### src/rtl/hals_pkg.sv
// ----------------------------------------------------------------------------
// hals_pkg
// Shared types and constants of the auto-levels contrast stretch.
// ----------------------------------------------------------------------------
package hals_pkg;

   localparam int COUNT_BITS  = 24;
   localparam int BIN_BITS    = 8;
   localparam int NUM_BINS    = 1 << BIN_BITS;
   localparam int LEVEL_BITS  = BIN_BITS + 1;
   localparam int CUT_BITS    = 15;
   localparam int FRAC_BITS   = 16;
   localparam int CUM_BITS    = COUNT_BITS + BIN_BITS;
   localparam int TARGET_BITS = CUT_BITS + COUNT_BITS;
   localparam int CMP_BITS    = CUM_BITS + FRAC_BITS;
   localparam int NUM_BITS    = 2 * BIN_BITS;
   localparam int DEN_BITS    = BIN_BITS;
   localparam int DIV_CNT_BITS = $clog2(NUM_BITS);
   localparam int ADDR_BITS   = 3;
   localparam int DATA_BITS   = 32;

   localparam logic [CUT_BITS-1:0]   CUT_RESET  = CUT_BITS'(328);
   localparam logic [LEVEL_BITS-1:0] LOW_RESET  = '0;
   localparam logic [LEVEL_BITS-1:0] HIGH_RESET = LEVEL_BITS'(255);
   localparam logic [BIN_BITS-1:0]   PIX_MAX    = '1;
   localparam logic [ADDR_BITS-1:0]  CSR_CUT_ADDR = '0;

   typedef enum logic [1:0] {
      CMD_CLEAR   = 2'd0,
      CMD_ACCUM   = 2'd1,
      CMD_COMPUTE = 2'd2,
      CMD_MAP     = 2'd3
   } cmd_type;

   typedef enum logic [1:0] {
      STATUS_OK      = 2'd0,
      STATUS_INVALID = 2'd1,
      STATUS_SAT     = 2'd2
   } status_type;

   typedef struct packed {
      logic                start;
      cmd_type             cmd;
      logic [BIN_BITS-1:0] pixel;
   } hist_req_type;

   typedef struct packed {
      logic                          done;
      logic                          sat;
      logic                          total_nz;
      logic [LEVEL_BITS-1:0]         lo;
      logic signed [LEVEL_BITS-1:0]  hi;
   } hist_rsp_type;

   typedef struct packed {
      logic                done;
      logic [NUM_BITS-1:0] quo;
      logic [DEN_BITS-1:0] rem;
   } div_rsp_type;

endpackage

### src/rtl/hals_div.sv
// ----------------------------------------------------------------------------
// hals_div
// Restoring divider, one quotient bit per cycle, for the map scaling.
// ----------------------------------------------------------------------------
module hals_div
   import hals_pkg::*;
(
   input  logic                clock,
   input  logic                reset,
   input  logic                start,
   input  logic [NUM_BITS-1:0] num,
   input  logic [DEN_BITS-1:0] den,
   output div_rsp_type         rsp
);

   logic [NUM_BITS-1:0]     quo_ff;
   logic [DEN_BITS-1:0]     rem_ff;
   logic [DEN_BITS-1:0]     den_ff;
   logic [DIV_CNT_BITS-1:0] cnt_ff;
   logic                    busy_ff;
   logic                    done_ff;
   logic [DEN_BITS:0]       trial;
   logic                    fits;

   assign trial = {rem_ff, quo_ff[NUM_BITS-1]};
   assign fits  = trial >= {1'b0, den_ff};

   always_ff @(posedge clock) begin
      if (reset) begin
         busy_ff <= 1'b0;
         done_ff <= 1'b0;
         cnt_ff  <= '0;
      end else begin
         done_ff <= 1'b0;
         if (start) begin
            busy_ff <= 1'b1;
            cnt_ff  <= '0;
         end else if (busy_ff) begin
            cnt_ff <= cnt_ff + 1'b1;
            if (cnt_ff == '1) begin
               busy_ff <= 1'b0;
               done_ff <= 1'b1;
            end
         end
      end
   end

   always_ff @(posedge clock) begin
      if (start) begin
         quo_ff <= num;
         rem_ff <= '0;
         den_ff <= den;
      end else if (busy_ff) begin
         quo_ff <= {quo_ff[NUM_BITS-2:0], fits};
         rem_ff <= fits ? DEN_BITS'(trial - {1'b0, den_ff}) : trial[DEN_BITS-1:0];
      end
   end

   assign rsp.done = done_ff;
   assign rsp.quo  = quo_ff;
   assign rsp.rem  = rem_ff;

endmodule

### config.mk
export PLATFORM = sky130hd
export DESIGN_NAME = hals_div
export DESIGN_NICKNAME = d
export VERILOG_FILES = /design/src/rtl/hals_pkg.sv /design/src/rtl/hals_div.sv
export SDC_FILE = /design/constraint.sdc
export NUM_CORES = 1
export LEC_CHECK = 0
export BUFFER_PORTS_ARGS = -buffer_cell sky130_fd_sc_hd__buf_4
export CORE_ASPECT_RATIO = 0.75
export CORE_MARGIN = 3
export CORE_UTILIZATION = 42
export CTS_CLUSTER_DIAMETER = 120
export DETAILED_ROUTE_END_ITERATION = 10
export PLACE_DENSITY = 0.67
export SETUP_SLACK_MARGIN = 0.02
export SYNTH_ARGS = -nofsm -noshare
export SYNTH_HDL_FRONTEND = slang
export SYNTH_SLANG_ARGS = --single-unit
### constraint.sdc
create_clock -name clock -period 2.4 [get_ports clock]
set_input_delay 0.36 -clock clock [delete_from_list [all_inputs] [get_ports clock]]
set_output_delay 0.36 -clock clock [all_outputs]
set_load 0.005 [all_outputs]
Word level (Yosys, flattened, before mapping)
Index checks and enable logic that the tools add are counted.
{"block": "totals", "mem_bits_rw": 0, "mem_bits_ro": 0, "mem_count": 0, "ff_bits": 38, "latchBits": 0, "input_bits": 27, "out_inout_bits": 25}
{"block": "classes", "n_eq_ne": 1, "mux": 7, "mul": 0, "n_reduce_logical": 3, "n_shift": 0, "bitwise_logic": 1, "n_addsub": 2, "div": 0, "magnitude_cmp": 1}
{"op": "two-way mux 16 bit", "n": 2}
{"op": "greater-or-equal comparator 9 x 8 -> 1 bit", "n": 1}
{"op": "two-way mux 8 bit", "n": 1}
{"op": "subtractor 8 bit", "n": 1}
{"op": "adder 4 x 1 -> 4 bit, second input constant", "n": 1}
{"op": "equality test 4 bit, second input constant", "n": 1}
{"op": "two-way mux 1 bit", "n": 4}
{"op": "OR reduction 3 bit", "n": 1}
{"op": "nonzero test 2 bit", "n": 1}
{"op": "OR reduction 2 bit", "n": 1}
{"op": "inverter 1 bit", "n": 1}

Depth between registers and ports, before layout
Gate-level depths: netlist of the first run.
{"block": "depth", "depth_word": 4, "mapped_depth": 8, "depth_no_buf": 8}

Least setup slack after synthesis of the first run
Ideal clock, no wire load.
{"block": "synth_timing", "path_kind": "reg2reg", "start": "reg quo_ff[15]", "end": "reg rem_ff[6]", "arrival_ps": 1970, "stages_incl_launch_ff": 9, "n_path_buf": 0, "slack_ps": 342, "required_time_ps": 2312, "period_less_slack_ps": 2058, "cell_sequence": "edfxtp_1 -> inv_1 -> ha_1 -> fa_1 -> nand2b_1 -> a2111oi_0 -> a311oi_1 -> a21o_1 -> a311oi_2"}
{"block": "synth_via", "elab_chain_cells": 2, "elab_cells_between_ends": 3, "cone_classes": "add/sub: 1; order compare: 1; mux: 1"}
{"item": "start: declaration", "line": "hals_div.sv:16", "rtl": "logic [NUM_BITS-1:0] quo_ff;"}
{"item": "start signal: assignment", "line": "hals_div.sv:50", "rtl": "quo_ff <= num;"}
{"item": "start signal: assignment", "line": "hals_div.sv:54", "rtl": "quo_ff <= {quo_ff[NUM_BITS-2:0], fits};"}
{"item": "subtractor 8 bit / greater-or-equal comparator 9 x 8 -> 1 bit (equally long branches)", "line": "hals_div.sv:55, hals_div.sv:26"}
{"item": "two-way mux 8 bit (*)", "line": "hals_div.sv:55", "rtl": "rem_ff <= fits ? DEN_BITS'(trial - {1'b0, den_ff}) : trial[DEN_BITS-1:0];"}
{"item": "end signal: assignment", "line": "hals_div.sv:55"}
{"item": "end: declaration", "line": "hals_div.sv:17", "rtl": "logic [DEN_BITS-1:0] rem_ff;"}
Every way passes the cells marked *; elsewhere a longest branch is shown, timed or not.
A chain may end at the register's enable or synchronous reset.

Worst setup path in the final report of the first run
Ends and elaborated chain as after synthesis.

==> impl_metrics.csv, run 1 <==
group,metric,value,unit
status,run_status,"completed",
die,die_w,85.7,um
cells_and_area,layout.cells.most_common,"sky130_fd_sc_hd__buf_4",
die,fp.dieH,65.8,um
setup_path,startpoint_type,"flip-flop",
synthesis,synthCells,180,
sta,period_needed,2.19,ns
cells_and_area,antenna-diode-count,0,
power,pwr_density_cell,672,mW/mm2
setup_path,crit_fanout,3,
routing,drt_drc_violations_left,0,
sta,hold_viol_final,0,
cells_and_area,multi_input_logic_area,896,um2
setup_path,r2r_end,"rem_ff[6]",
setup_path,rr_startpoint,"quo_ff[15]",
global_routing,grt_first_pass_wirelength,7050,um
synthesis,synth.ff_latch_count,38,
cells_and_area,post_layout_nets,269,
placement,placed_cells,282,
setup_path,critical_path_required,2.61,ns
cells_and_area,fraction_of_layout_instances_using_a_drive_strength_above_1,36.1,%
job,cap_violations,0,
routing,vias_per_cell,5.28,
placement,place.detailed.hpwl,2940,um
global_routing,groute.usage.overall,16.0,%
power,leakagePower,1.05,nW
worst_hold_path,hold-path-endpoint,"busy_ff",
power,power.share.combinational,21.9,%
cells_and_area,final_cell_mix,"sky130_fd_sc_hd__buf_4 (54), sky130_fd_sc_hd__edfxtp_1 (24), sky130_fd_sc_hd__nor2_1 (21), sky130_fd_sc_hd__mux2_2 (15)",
sta,rsz0062_at_grt,"no",
worst_hold_path,timing.hold.worst.start,"reset",
cells_and_area,final_area,0.00253,mm2
clock_network,number_of_buffers_between_clock_root_and_the_deepest_sink,2,
routing,sum_of_routed_wire_length_over_all_layers,4160,um
clock_network,reg_clk_slew_reported_paths,0.08,ns
routing,detail_route.iter0.violations,75,
die,starting_density,44.3,%
clock_network,clkSinkCount,38,
sta,timing.fmax,457,MHz
cells_and_area,layout-area-overhead-vs-synth,26.5,%
global_routing,antenna_violations_before_repair,0,
routing,firstDrtPassIters,4,
synthesis,synth_seq_area_share,50.0,%
sta,fin_tns_setup,0,ns
clock_network,cts_post_setup_buffers_inserted,0,
clock_network,insertion_delay,0.29,ns
global_routing,grt_start_max_net_pins,40,
routing,detail-route-antenna-nets,0,
power,vdd_drop_max,0.000378,V
setup_path,regToRegSetupSlack,0.21,ns
setup_path,worst-setup-path-type,"flip-flop to flip-flop",
cells_and_area,footprint_of_the_flip_flops_and_latches,0.00100,mm2
die,core.rowCount,21,
synthesis,async_flop_share,0,%
setup_path,depth_of_the_worst_register_to_register_path,8,
clock_network,ctsHoldBuffers,0,
synthesis,synth.yosys.warnings,0,
placement,finalWeightedCongestion,0.826,
synthesis,netlist_area,0.00200,mm2
cells_and_area,post_layout_nonfiller_instances,290,
sta,final-setup-viol-count,0,
clock_network,cts-resized-gates,0,
cells_and_area,n_fill_cell,405,
synthesis,ys_dominant_reg_cell,"sky130_fd_sc_hd__edfxtp_1",
routing,routed-via-count,1532,
synthesis,synth_edf_count,24,
synthesis,avgSynthCellArea,11.1,um2
placement,buffer_ports.inserted,51,
clock_network,ctsRootBufferMaster,"sky130_fd_sc_hd__clkbuf_8",
worst_hold_path,hold_depth,2,
clock_network,clock_tree_from_tritoncts,"done",
synthesis,synth_cell_types,49,
sta,timing_worst_slew_pin_value,0.485,ns
setup_path,data_arrival_critical_path,2.40,ns
power,netSwitchingFraction,25.9,%
power,share_clk_of_total_power,31.2,%
power,p_int,1.26,mW
synthesis,mappedNetlistNets,217,
global_routing,grt_pass1_vias,1472,
worst_hold_path,worst_hold_path_type,"input pin to flip-flop",
die,boundaryPins,52,
clock_network,numCtsBuffers,5,
sta,worst_clock_skew,0.0128,ns
global_routing,grt.overflow.total,0,
cells_and_area,postLayoutCoreUtil,56.0,%
sta,maxSlewHeadroom,67.6,%
power,power.sequential.fraction,46.9,%
sta,final_min_period_over_clock_period,91.2,%
sta,maxSlewViolCount,0,
power,power.switching,0.442,mW
placement,placed_cell_area,0.00242,mm2
routing,post_drt_wl_per_cell,14.4,um
clock_network,cts_max_level,2,
die,die_area,0.00564,mm2
setup_path,critical_path.endpoint_type,"flip-flop",
die,core_region_area,0.00452,mm2
power groups by stage:
stage	Combinational (mW)	Sequential, mW	Clock, mW
floorplan	0.227	0.807	0
global placement	0.367	0.812	0
detailed placement	0.368	0.812	0
CTS	0.370	0.799	0.541
global route	0.421	0.808	0.565
finish	0.373	0.799	0.531
state kept, by name, indices dropped and copies added, names as in the netlist:
| register | flops |
|---|---|
| den_ff | 8 |
| cnt_ff | 4 |
| quo_ff | 16 |
| rem_ff | 8 |
| done_ff | 1 |
| busy_ff | 1 |
worst max-delay path, cell delays in order, from the launching register on:
cell,delay (ns)
sky130_fd_sc_hd__edfxtp_1,0.38
sky130_fd_sc_hd__inv_1,0.05
sky130_fd_sc_hd__ha_1,0.22
sky130_fd_sc_hd__fa_1,0.41
sky130_fd_sc_hd__nand2b_1,0.23
sky130_fd_sc_hd__a2111oi_2,0.34
sky130_fd_sc_hd__a311oi_1,0.09
sky130_fd_sc_hd__a21o_1,0.18
sky130_fd_sc_hd__a311oi_2,0.22
cell families (layout without fill, tap and decap cells):
logic type	Yosys count	after routing	share of synthesized area (%)
AND/OR/NAND/NOR	53	53	12.9
flip-flops	38	38	50.0
AO/OA/AOI/OAI	32	32	12.4
buffers and inverters	23	76	5.56
multiplexers	17	17	9.44
adder cells (fa/ha/maj)	10	10	6.63
XOR/XNOR	7	7	3.06
metal layers:
layer | up-vias | wire length, um | GRT usage [%]
li1 | 754 | - | -
met4 | 0 | 36 | 5.14
met1 | 722 | 1980 | 23.2
met3 | 6 | 314 | 5.48
met2 | 50 | 1830 | 22.3
met5 | - | 0 | 0
worst max path at each step:
| stage | startpoint | end | slack (ns) | depth (start not counted) |
|---|---|---|---|---|
| CTS | quo_ff[15] | rem_ff[6] | 0.16 | 8 |
| global placement | quo_ff[15] | rem_ff[6] | 0.25 | 8 |
| finish | quo_ff[15] | rem_ff[6] | 0.21 | 8 |
| floorplan | quo_ff[15] | rem_ff[6] | 0.34 | 8 |
| global route | quo_ff[15] | rem_ff[6] | 0.05 | 8 |
| detailed placement | quo_ff[15] | rem_ff[6] | 0.22 | 8 |
synthesized netlist by cell type, types with 3 or more instances:
cell type / n / area share, %
sky130_fd_sc_hd__mux2_2: 15 / 8.4
sky130_fd_sc_hd__xnor2_1: 3 / 1.3
sky130_fd_sc_hd__buf_2: 3 / 0.75
sky130_fd_sc_hd__edfxtp_1: 24 / 36
sky130_fd_sc_hd__nand2b_1: 4 / 1.2
sky130_fd_sc_hd__clkbuf_1: 3 / 0.56
sky130_fd_sc_hd__nand2_1: 10 / 1.9
sky130_fd_sc_hd__a21oi_1: 7 / 1.7
sky130_fd_sc_hd__xor2_1: 4 / 1.7
sky130_fd_sc_hd__nand3_1: 4 / 1.0
sky130_fd_sc_hd__ha_1: 9 / 5.6
sky130_fd_sc_hd__dfxtp_1: 14 / 14
sky130_fd_sc_hd__inv_1: 14 / 2.6
sky130_fd_sc_hd__nor2_1: 21 / 3.9
final cells by class:
type | instances | share of cell area (%)
inverters | 14 | 2.08
clock inverters | 2 | 1.33
repair buffers | 54 | 16.0
well taps | 57 | 2.82
flip-flops and latches | 38 | 39.5
multi-input cells | 119 | 35.4
clock buffers | 6 | 2.87
stage by stage:
step / setup WS [ns] / hold WS [ns] / total power, mW
2_1_floorplan: 0.342 / 0.432 / 1.03
3_3_place_gp: 0.252 / 0.494 / 1.18
3_5_place_dp: 0.218 / 0.494 / 1.18
4_1_cts: 0.160 / 0.233 / 1.71
5_1_grt: 0.0531 / 0.228 / 1.79
6_report: 0.210 / 0.239 / 1.70
Note: power is estimated with default switching activity, not from simulation.
==> inputs of run 2 (changes only) <==
clock period = 2.6 ns   (was 2.4 ns; I/O delays follow)
==> impl_metrics.csv, run 2 (synthesis gave the netlist of run 1 again) <==
group,metric,value,unit
placement,dpl_worst_slack,0.405,ns
cells_and_area,post_layout_nets,268,
status,run_status,"completed",
cells_and_area,multi_input_logic_area,890,um2
clock_network,cts-resized-gates,0,
clock_network,clkSinkCount,38,
clock_network,ctsHoldBuffers,0,
cells_and_area,n_fill_cell,412,
power,leakagePower,1.06,nW
sta,timing.fmax,450,MHz
cells_and_area,postLayoutCoreUtil,56.4,%
global_routing,grt_pass1_vias,1356,
global_routing,grt_first_pass_wirelength,6550,um
cells_and_area,largest_register_ff_count,16,
job,cap_violations,0,
global_routing,grt_start_max_net_pins,40,
setup_path,worst-setup-path-type,"flip-flop to flip-flop",
cells_and_area,layout-area-overhead-vs-synth,27.4,%
sta,fin_tns_setup,0,ns
clock_network,reg_clk_slew_reported_paths,0.08,ns
die,fp.dieH,65.8,um
sta,timing_worst_slew_pin_value,0.463,ns
setup_path,depth_of_the_worst_register_to_register_path,8,
sta,rsz0062_at_grt,"no",
routing,firstDrtPassIters,4,
sta,final_min_period_over_clock_period,85.5,%
routing,detail-route-antenna-nets,0,
placement,placed_cell_area,0.00241,mm2
sta,final.hold.worst_slack,0.262,ns
setup_path,data_arrival_critical_path,2.42,ns
cells_and_area,final_cell_mix,"sky130_fd_sc_hd__buf_4 (53), sky130_fd_sc_hd__edfxtp_1 (24), sky130_fd_sc_hd__nor2_1 (21), sky130_fd_sc_hd__mux2_2 (15)",
clock_network,cts_max_level,2,
power,report.power.total,1.68,mW
clock_network,ctsRootBufferMaster,"sky130_fd_sc_hd__clkbuf_8",
routing,post_drt_wl_per_cell,14.1,um
cells_and_area,fraction_of_layout_instances_using_a_drive_strength_above_1,36.2,%
die,core_region_area,0.00452,mm2
worst_hold_path,worst_hold_path_type,"input pin to flip-flop",
power,vdd_drop_max,0.000371,V
cells_and_area,post_layout_nonfiller_instances,289,
routing,drt_drc_violations_left,0,
cells_and_area,registers_with_the_highest_flip_flop_counts,"quo_ff (16), den_ff (8), rem_ff (8)",
global_routing,grt.overflow.total,0,
placement,buffer_ports.inserted,51,
sta,final-setup-viol-count,0,
clock_network,number_of_buffers_between_clock_root_and_the_deepest_sink,2,
die,starting_density,44.3,%
die,die_w,85.7,um
die,boundaryPins,52,
clock_network,numCtsBuffers,5,
setup_path,critical_path_required,2.80,ns
global_routing,groute.usage.overall,15.0,%
worst_hold_path,hold_depth,2,
power,pwr_density_cell,657,mW/mm2
sta,hold_viol_final,0,
placement,place.detailed.hpwl,2980,um
clock_network,cts_post_setup_buffers_inserted,0,
cells_and_area,largest_register,"quo_ff",
placement,finalWeightedCongestion,0.870,
sta,period_needed,2.22,ns
die,die_area,0.00564,mm2
sta,final.setup.worst_slack,0.378,ns
routing,sum_of_routed_wire_length_over_all_layers,4070,um
sta,worst_clock_skew,0.00874,ns
placement,placed_cells,281,
sta,maxSlewViolCount,0,
setup_path,critical_path.endpoint_type,"flip-flop",
die,core.rowCount,21,
routing,detail_route.iter0.violations,67,
setup_path,crit_fanout,3,
routing,routed-via-count,1483,
clock_network,clock_tree_from_tritoncts,"done",
setup_path,startpoint_type,"flip-flop",
cells_and_area,final_area,0.00255,mm2
cells_and_area,antenna-diode-count,0,
sta,maxSlewHeadroom,69.2,%
cells_and_area,layout.cells.most_common,"sky130_fd_sc_hd__buf_4",
global_routing,antenna_violations_before_repair,0,
routing,vias_per_cell,5.13,
cells_and_area,footprint_of_the_flip_flops_and_latches,0.00100,mm2
clock_network,insertion_delay,0.28,ns
==> run 2: cell count changes in the layout (fill, tap and decap cells not counted) <==
cell / change
sky130_fd_sc_hd__a2111oi_0: +1
sky130_fd_sc_hd__a2111oi_2: -1
sky130_fd_sc_hd__buf_4: -1
sky130_fd_sc_hd__bufinv_16: +1
sky130_fd_sc_hd__clkbuf_1: -1
sky130_fd_sc_hd__clkinv_1: -1
sky130_fd_sc_hd__clkinv_4: +1
==> run 2: area by class of cell <==
cell class / instances / share of cell area (%)
timing repair buffer: 53 / 15.6
clock inverter: 3 / 2.70
multi-input combinational: 119 / 34.9
sequential: 38 / 39.3
inverter: 14 / 2.06
clock buffer: 5 / 2.70
tap: 57 / 2.80
==> run 2: critical path, stage by stage, from the launching register on <==
cell and delay, ns:
sky130_fd_sc_hd__edfxtp_1 0.38, sky130_fd_sc_hd__inv_1 0.06, sky130_fd_sc_hd__ha_1 0.23, sky130_fd_sc_hd__fa_1 0.40, sky130_fd_sc_hd__nand2b_1 0.20, sky130_fd_sc_hd__a2111oi_0 0.39
sky130_fd_sc_hd__a311oi_1 0.09, sky130_fd_sc_hd__a21o_1 0.17, sky130_fd_sc_hd__a311oi_2 0.21
==> run 2: power by group <==
part | total [mW] | internal [mW] | leakage [nW] | switching, mW
clock | 0.600 | 0.385 | 0.0683 | 0.216
sequential | 0.738 | 0.702 | 0.354 | 0.0366
combinational | 0.338 | 0.177 | 0.637 | 0.161
total | 1.68 | 1.26 | 1.06 | 0.413
==> run 2: path summary, 6_finish.rpt <==
path | start | to | slack, ns
hold / removal | reset | busy_ff | 0.26
setup / recovery | quo_ff[15] | rem_ff[6] | 0.38
setup reg to reg | quo_ff[15] | rem_ff[6] | 0.38
hold reg to reg | cnt_ff[2] | done_ff | 0.50
==> run 2: per-layer routing <==
layer	part of all wire (%)	track usage [%]	wire, um
met2	41	20.9	1690
met5	0	0	0
met4	0.52	3.56	21
met1	51	22.4	2070
met3	7.2	4.98	294
==> inputs of run 3 (changes only) <==
clock period = 2.2 ns   (was 2.6 ns; I/O delays follow)
==> impl_metrics.csv, run 3 (synthesis gave the netlist of run 1 again) <==
group,metric,value,unit
placement,finalWeightedCongestion,0.848,
die,core.rowCount,21,
setup_path,data_arrival_critical_path,2.08,ns
routing,routed-via-count,1517,
cells_and_area,largest_register_ff_count,16,
placement,placed_cell_area,0.00243,mm2
routing,drt_drc_violations_left,0,
global_routing,grt_pass1_vias,1420,
power,power.share.combinational,21.3,%
global_routing,grt_start_max_net_pins,40,
global_routing,antenna_violations_before_repair,0,
clock_network,reg_clk_slew_reported_paths,0.07,ns
setup_path,r2r_end,"quo_ff[0]",
cells_and_area,layout-area-overhead-vs-synth,29.7,%
cells_and_area,antenna-diode-count,0,
clock_network,cts_post_setup_buffers_inserted,0,
routing,firstDrtPassIters,4,
global_routing,grt_first_pass_wirelength,6770,um
sta,period_needed,2.05,ns
cells_and_area,fraction_of_layout_instances_using_a_drive_strength_above_1,37.9,%
setup_path,biggest_cell_delay_along_the_critical_path,0.41,ns
sta,rsz0062_at_grt,"no",
global_routing,grt.overflow.total,0,
setup_path,worst-setup-path-type,"flip-flop to flip-flop",
clock_network,cts_max_level,2,
setup_path,timing.critical_path.depth,6,
sta,timing.fmax,487,MHz
die,starting_density,44.3,%
sta,final-setup-viol-count,0,
clock_network,insertion_delay,0.29,ns
power,power.switching,0.500,mW
clock_network,ctsRootBufferMaster,"sky130_fd_sc_hd__clkbuf_8",
worst_hold_path,hold_depth,2,
clock_network,number_of_buffers_between_clock_root_and_the_deepest_sink,2,
sta,final_min_period_over_clock_period,93.3,%
cells_and_area,layout.cells.most_common,"sky130_fd_sc_hd__buf_4",
sta,maxSlewViolCount,0,
setup_path,critical_path.n_buffers_inverters,0,
setup_path,critical_path.cell_chain,"ha_1, a21oi_1, o21ai_1, a311oi_2, and2_1, mux2i_1",
cells_and_area,post_layout_nets,271,
setup_path,critical_path_required,2.23,ns
sta,maxSlewHeadroom,70.3,%
power,power.sequential.fraction,43.5,%
cells_and_area,n_fill_cell,406,
status,run_status,"completed",
cells_and_area,final_area,0.00260,mm2
power,netSwitchingFraction,25.0,%
setup_path,depth_of_the_worst_register_to_register_path,6,
routing,detail-route-antenna-nets,0,
clock_network,ctsHoldBuffers,0,
clock_network,numCtsBuffers,5,
die,die_area,0.00564,mm2
clock_network,clock_tree_from_tritoncts,"done",
placement,place.detailed.hpwl,2990,um
die,core_region_area,0.00452,mm2
setup_path,regToRegSetupSlack,0.15,ns
die,fp.dieH,65.8,um
die,boundaryPins,52,
sta,worst_clock_skew,0.00568,ns
global_routing,groute.usage.overall,15.6,%
sta,hold_viol_final,0,
sta,fin_tns_setup,0,ns
setup_path,crit_fanout,7,
power,p_int,1.50,mW
power,share_clk_of_total_power,35.2,%
setup_path,cp_slowest_cell,"sky130_fd_sc_hd__and2_1",
setup_path,path_delay_family,"compound AO/OA/AOI/OAI gates",
power,pwr_density_cell,770,mW/mm2
clock_network,clkSinkCount,38,
power,vdd_drop_max,0.000370,V
worst_hold_path,timing.hold.worst.start,"reset",
setup_path,startpoint_type,"flip-flop",
setup_path,rr_startpoint,"rem_ff[1]",
power,leakagePower,1.08,nW
routing,sum_of_routed_wire_length_over_all_layers,4140,um
setup_path,critical_path.endpoint_type,"flip-flop",
routing,post_drt_wl_per_cell,14.2,um
worst_hold_path,worst_hold_path_type,"input pin to flip-flop",
routing,detail_route.iter0.violations,86,
die,die_w,85.7,um
cells_and_area,largest_register,"quo_ff",
sta,timing_worst_slew_pin_value,0.441,ns
cells_and_area,final_cell_mix,"sky130_fd_sc_hd__buf_4 (56), sky130_fd_sc_hd__edfxtp_1 (24), sky130_fd_sc_hd__nor2_1 (21), sky130_fd_sc_hd__mux2_2 (15)",
cells_and_area,registers_with_the_highest_flip_flop_counts,"quo_ff (16), den_ff (8), rem_ff (8)",
placement,buffer_ports.inserted,51,
job,cap_violations,0,
routing,vias_per_cell,5.20,
worst_hold_path,hold-path-endpoint,"busy_ff",
run 3: area by class of cell:
cell class,instances,area [um2],area share (%)
Timing Repair Buffer,56,420,16.2
Multi-Input combinational cell,119,918,35.4
Tap cell,57,71.3,2.75
Sequential cell,38,1000,38.6
Clock inverter,3,63.8,2.46
Inverter,14,52.6,2.02
Clock buffer,5,68.8,2.65
run 3: per-layer routing:
layer,track usage [%],vias up,wire [um]
met2,22.2,52,1810
met5,0,-,0
met4,6.92,0,51
li1,-,753,-
met3,5.23,5,315
met1,21.4,707,1970
run 3: power by group through the flow:
stage	logic [mW]	clock network, mW	registers, mW
floorplan	0.248	0	0.880
finish	0.426	0.704	0.868
global placement	0.406	0	0.883
CTS	0.413	0.721	0.870
global route	0.472	0.752	0.878
detailed placement	0.407	0	0.884
run 3: timing repair:
item,4_1_cts,5_1_grt
endpoints found under the hold margin,0,0
cloned,0,0
setup endpoints to repair,1,1
resized for setup,2,4
run 3: worst max-delay path by stage:
| stage | from | endpoint | slack (ns) |
|---|---|---|---|
| finish | rem_ff[1] | quo_ff[0] | 0.15 |
| CTS | quo_ff[15] | rem_ff[6] | 0.04 |
| detailed placement | quo_ff[15] | rem_ff[6] | 0.02 |
| floorplan | quo_ff[15] | rem_ff[6] | 0.14 |
| global placement | quo_ff[15] | rem_ff[6] | 0.07 |
| global route | rem_ff[1] | quo_ff[0] | 0.02 |
run 3: per-stage QoR:
| step | utilization (%) | setup WS [ns] | hold WS [ns] | instances | total power [mW] |
|---|---|---|---|---|---|
| global placement | 53.9 | 0.0685 | 0.488 | 284 | 1.29 |
| CTS | 56.9 | 0.0435 | 0.184 | 292 | 2.00 |
| global route | 57.4 | 0.0244 | 0.179 | 292 | 2.10 |
| finish | 57.4 | 0.147 | 0.192 | 292 | 2.00 |
| floorplan | - | 0.142 | 0.402 | 180 | 1.13 |
| detailed placement | 53.9 | 0.0201 | 0.492 | 284 | 1.29 |
run 3: worst register-to-register path, stage by stage (launching register included):
cell,delay (ns)
sky130_fd_sc_hd__dfxtp_1,0.33
sky130_fd_sc_hd__ha_1,0.40
sky130_fd_sc_hd__a21oi_1,0.17
sky130_fd_sc_hd__o21ai_1,0.10
sky130_fd_sc_hd__a311oi_2,0.27
sky130_fd_sc_hd__and2_1,0.41
sky130_fd_sc_hd__mux2i_1,0.12
